$ cat src/wsp_pkg.sv
// Shared types and constants for the wheel speed PID core
`timescale 1ns / 1ps
package wsp_pkg;
    localparam int unsigned IdxGainP  = 0;
    localparam int unsigned IdxGainI  = 1;
    localparam int unsigned IdxGainD  = 2;
    localparam int unsigned IdxScale  = 3;
    localparam logic signed [31:0] S32Max = 32'sh7fffffff;
    localparam logic signed [31:0] S32Min = -32'sh7fffffff - 32'sd1;
    localparam logic signed [17:0] QOne   = 18'sd65536;

    typedef enum logic [3:0] {
        OP_IDLE,
        OP_STEP,
        OP_SPEED_MUL,
        OP_SPEED_DIV,
        OP_ERR,
        OP_P,
        OP_ERRDT,
        OP_IINC,
        OP_ISUM,
        OP_DDIFF,
        OP_DDIV,
        OP_D,
        OP_OUT
    } op_t;

    typedef struct packed {
        op_t  op;
        logic load;
        logic div_start;
    } cmd_t;

    typedef struct packed {
        logic div_busy;
    } status_t;

    function automatic logic signed [31:0] sat32(input logic signed [65:0] v);
        logic signed [31:0] r;
        if (v > 66'(S32Max)) r = S32Max;
        else if (v < 66'(S32Min)) r = S32Min;
        else r = v[31:0];
        return r;
    endfunction
endpackage

$ cat src/wsp_ctrl.sv
// Controller sequencing one PID update and the stream handshake
`timescale 1ns / 1ps
module wsp_ctrl
(
    input  logic             clk,
    input  logic             rst_n,
    input  logic             in_valid,
    output logic             in_ready,
    output logic             out_valid,
    input  logic             out_ready,
    input  wsp_pkg::status_t status,
    output wsp_pkg::cmd_t    cmd
);
    typedef enum logic [3:0] {
        S_IDLE, S_STEP, S_SMUL, S_SDIV_GO, S_SDIV, S_ERR, S_P, S_ERRDT,
        S_IINC, S_ISUM, S_DDIFF, S_DDIV_GO, S_DDIV, S_D, S_OUT, S_HOLD
    } state_t;

    state_t state_reg, state_next;
    logic   wait_reg;

    assign in_ready  = (state_reg == S_IDLE);
    assign out_valid = (state_reg == S_HOLD);

    always_comb
    begin
        cmd = '{op: wsp_pkg::OP_IDLE, load: 1'b0, div_start: 1'b0};
        state_next = state_reg;
        unique case (state_reg)
            S_IDLE:    if (in_valid) begin cmd.load = 1'b1; state_next = S_STEP; end
            S_STEP:    begin cmd.op = wsp_pkg::OP_STEP; state_next = S_SMUL; end
            S_SMUL:    begin cmd.op = wsp_pkg::OP_SPEED_MUL; state_next = S_SDIV_GO; end
            S_SDIV_GO: begin cmd.div_start = 1'b1; state_next = S_SDIV; end
            S_SDIV:    if (!status.div_busy && !wait_reg)
                       begin cmd.op = wsp_pkg::OP_SPEED_DIV; state_next = S_ERR; end
            S_ERR:     begin cmd.op = wsp_pkg::OP_ERR; state_next = S_P; end
            S_P:       begin cmd.op = wsp_pkg::OP_P; state_next = S_ERRDT; end
            S_ERRDT:   begin cmd.op = wsp_pkg::OP_ERRDT; state_next = S_IINC; end
            S_IINC:    begin cmd.op = wsp_pkg::OP_IINC; state_next = S_ISUM; end
            S_ISUM:    begin cmd.op = wsp_pkg::OP_ISUM; state_next = S_DDIFF; end
            S_DDIFF:   begin cmd.op = wsp_pkg::OP_DDIFF; state_next = S_DDIV_GO; end
            S_DDIV_GO: begin cmd.div_start = 1'b1; state_next = S_DDIV; end
            S_DDIV:    if (!status.div_busy && !wait_reg)
                       begin cmd.op = wsp_pkg::OP_DDIV; state_next = S_D; end
            S_D:       begin cmd.op = wsp_pkg::OP_D; state_next = S_OUT; end
            S_OUT:     begin cmd.op = wsp_pkg::OP_OUT; state_next = S_HOLD; end
            S_HOLD:    if (out_ready) state_next = S_IDLE;
            default:   state_next = S_IDLE;
        endcase
    end

    always_ff @(posedge clk or negedge rst_n)
    begin
        if (!rst_n)
        begin
            state_reg <= S_IDLE;
            wait_reg  <= 1'b0;
        end
        else
        begin
            state_reg <= state_next;
            wait_reg  <= cmd.div_start;
        end
    end

    a_ready_excl: assert property (@(posedge clk) disable iff (!rst_n)
        !(in_ready && out_valid)) else $error("ready and valid together");
    a_hold: assert property (@(posedge clk) disable iff (!rst_n)
        out_valid && !out_ready |=> out_valid) else $error("result dropped");
    a_div_start: assert property (@(posedge clk) disable iff (!rst_n)
        cmd.div_start |=> status.div_busy) else $error("divider did not start");
endmodule

$ cat config.mk
export PLATFORM = sky130hd
export DESIGN_NAME = wsp_ctrl
export DESIGN_NICKNAME = d
export VERILOG_FILES = /design/src/wsp_pkg.sv /design/src/wsp_ctrl.sv
export SDC_FILE = /design/constraint.sdc
export NUM_CORES = 1
export LEC_CHECK = 0
export CORE_AREA = 4 4 41 43
export CTS_BUF_LIST = sky130_fd_sc_hd__clkbuf_8
export DETAILED_ROUTE_END_ITERATION = 6
export DIE_AREA = 0 0 45 47
export DONT_BUFFER_PORTS = 1
export GPL_ROUTABILITY_DRIVEN = 0
export GPL_TIMING_DRIVEN = 0
export SYNTH_ARGS = -nofsm -noshare
export SYNTH_HDL_FRONTEND = slang
export SYNTH_SLANG_ARGS = --single-unit
export TNS_END_PERCENT = 1
$ cat constraint.sdc
create_clock -name clk -period 1.1 [get_ports clk]
set_input_delay 0 -clock clk [delete_from_list [all_inputs] [get_ports clk]]
set_output_delay 0 -clock clk [all_outputs]
set_load 0.03 [all_outputs]
==> impl_metrics.json <==
{
  "status": "finished, violations left",
  "violations": "setup timing",
  "clkSinkCount": 5,
  "finalNonFillerCells": 72,
  "synth_commonest_cells": "dfrtp_1 (5), nand2_1 (5), nor2_1 (5)",
  "syn2layout_area_growth_pct": 54.6,
  "fin_tns_setup_ns": -1.98,
  "syn-num-nets": 49,
  "drt_iter0_markers": 0,
  "criticalPathCategory": "reg -> out",
  "antenna_found_initial": 0,
  "wl_per_cell_um": 14.0,
  "setup_viol": 9,
  "h-tree-depth": 1,
  "hpwl_um": 615,
  "slew_headroom_pct": 62.8,
  "grt_pass1_vias": 403,
  "worst_setup_path_end_kind": "output pin",
  "post-route-drc-count": 0,
  "cts_tree": "done",
  "fin_crit_sh_pct": 142,
  "num-fill-cells": 137,
  "synth_seq_cells": 5,
  "num_rows": 13,
  "drtAntennaViolNets": 0,
  "crit_fanout": 5,
  "routed_wl_um": 1010,
  "die_h_um": 47,
  "antennaDiodeCount": 0,
  "die_area_um2": 2120,
  "start_kind": "register",
  "hold_class": "in -> async",
  "cts.path.max_buffers": 2,
  "ff_latch_area_um2": 126,
  "yosysUniqueCellTypes": 26,
  "yosys_warnings": 0,
  "synth_top_flop_cell": "dfrtp_1",
  "clk_latency_ns": 0.22,
  "finalClockSkew_ns": 0.00221,
  "cts_buffers": 3,
  "rsz0062_at_grt": "true",
  "setup_ws_ns": -0.462,
  "via_per_inst": 5.14,
  "dr.pass1.iters": 1,
  "port_buffers": 0,
  "synth_area_leaders": "dfrtp_1 (32%), buf_6 (8.6%), nor4_4 (5.4%), nand2_1 (4.8%), nor2_1 (4.8%)",
  "track_usage_pct": 11.8,
  "drv_slew": 0,
  "largest_register_ff_count": 4,
  "synth_top_area_cell": "dfrtp_1",
  "max_cap_violations": 0,
  "netlist_area_um2": 394,
  "required_ns": 1.10,
  "drive_gt1_share_pct": 56.1,
  "grt_max_degree": 11,
  "period_needed_ns": 1.56,
  "synthCells": 44,
  "clk_pin_slew_ns": 0.04,
  "syn_area_per_cell_um2": 8.96,
  "die_width_um": 45,
  "multi_input_area_um2": 298,
  "synth_top_area_share_pct": 31.7,
  "core_um2": 1300,
  "async_flop_share_pct": 100,
  "grt_pass1_wl_um": 1720,
  "cp.arrival_ns": 1.56,
  "cts_root_buffer": "clkbuf_8",
  "synth_enable_flop_cells": 0,
  "r2r_cells": 4,
  "worst-slew-pin-transition_ns": 0.554,
  "placed_cells": 59,
  "fmax_mhz": 640,
  "ios": 13,
  "start_util_pct": 30.3,
  "hold_viol": 0,
  "fin_nets": 63,
  "grt.overflow.total": 0,
  "dr_total_vias": 370,
  "yosysSeqAreaShare_pct": 31.7
}
==> cells by family (layout without fill, tap and decap cells) <==
| family | count (synthesis) | count (layout) | share of synthesized area [%] |
|---|---|---|---|
| XOR/XNOR | 2 | 2 | 4.45 |
| AO/OA/AOI/OAI | 10 | 10 | 16.2 |
| AND/OR/NAND/NOR | 21 | 21 | 33.7 |
| multiplexers | 1 | 1 | 2.54 |
| flip-flops | 5 | 5 | 31.7 |
| buffers and inverters | 5 | 18 | 11.4 |
==> cells in the final DEF, fill, tap and decap left out, drive strengths merged, types with 2 or more instances in the layout <==
master       count
dfrtp            5
inv              2
nor2             5
buf             11
dlygate4sd3      2
a31oi            2
clkbuf           3
a21oi            3
o21ai            3
nand2            6
and2             2
and2b            2
==> critical path, cell delays in order, from the launching register on <==
cell,delay (ns)
dfrtp_1,0.36
buf_6,0.13
nor4_4,0.54
and2_4,0.30
==> layer usage <==
layer  up-vias  track usage, %  share of wire (%)
met4         0            12.3                2.8
met2        13            18.6                 52
met1       176            12.7                 37
met5         -               0                  0
li1        178               -                  -
met3         3            2.68                7.9
==> repair_timing <==
item / CTS / global route
endpoints found under the setup margin: 11 / 12
buffers inserted: 5 / 2
endpoints found under the hold margin: 7 / 0
pin swaps: 2 / 2
gates resized for setup: 14 / 7
hold buffers: 2 / 0
==> area by class of cell <==
type / instances / share of cell area [%]
Buffer: 4 / 6.78
Clock buffer: 3 / 6.78
Clock inverter: 1 / 0.616
Inverter: 1 / 0.616
Multi-Input combinational cell: 34 / 48.9
Sequential cell: 5 / 20.7
Tap cell: 15 / 3.08
Timing Repair Buffer: 9 / 12.5
==> final timing paths <==
path | startpoint | end | slack, ns
min reg2reg | state_reg[2] | state_reg[3] | 0.70
max reg2reg | state_reg[0] | state_reg[0] | -0.37
max in group asynchronous | rst_n | state_reg[2] | 0.84
min in group clk | in_valid | state_reg[0] | 0.09
min | rst_n | state_reg[0] | 0.06
max | state_reg[0] | cmd[1] | -0.46
==> per-stage QoR <==
| stage | worst slack, ns | utilization (%) | cell area (µm²) | hold WS, ns |
|---|---|---|---|---|
| 6_report | -0.462 | 46.8 | 609 | 0.0614 |
| 5_1_grt | -0.502 | 46.8 | 609 | 0.0736 |
| 4_1_cts | -0.485 | 43.3 | 563 | 0.0602 |
| 3_5_place_dp | -0.395 | 31.7 | 413 | -0.295 |
| 3_3_place_gp | -0.386 | 31.7 | 413 | -0.295 |
| 2_1_floorplan | -0.295 | - | 394 | -0.296 |
Power is not shown: default switching activity piles up to over one toggle a cycle in this logic, so the estimate is an artifact.
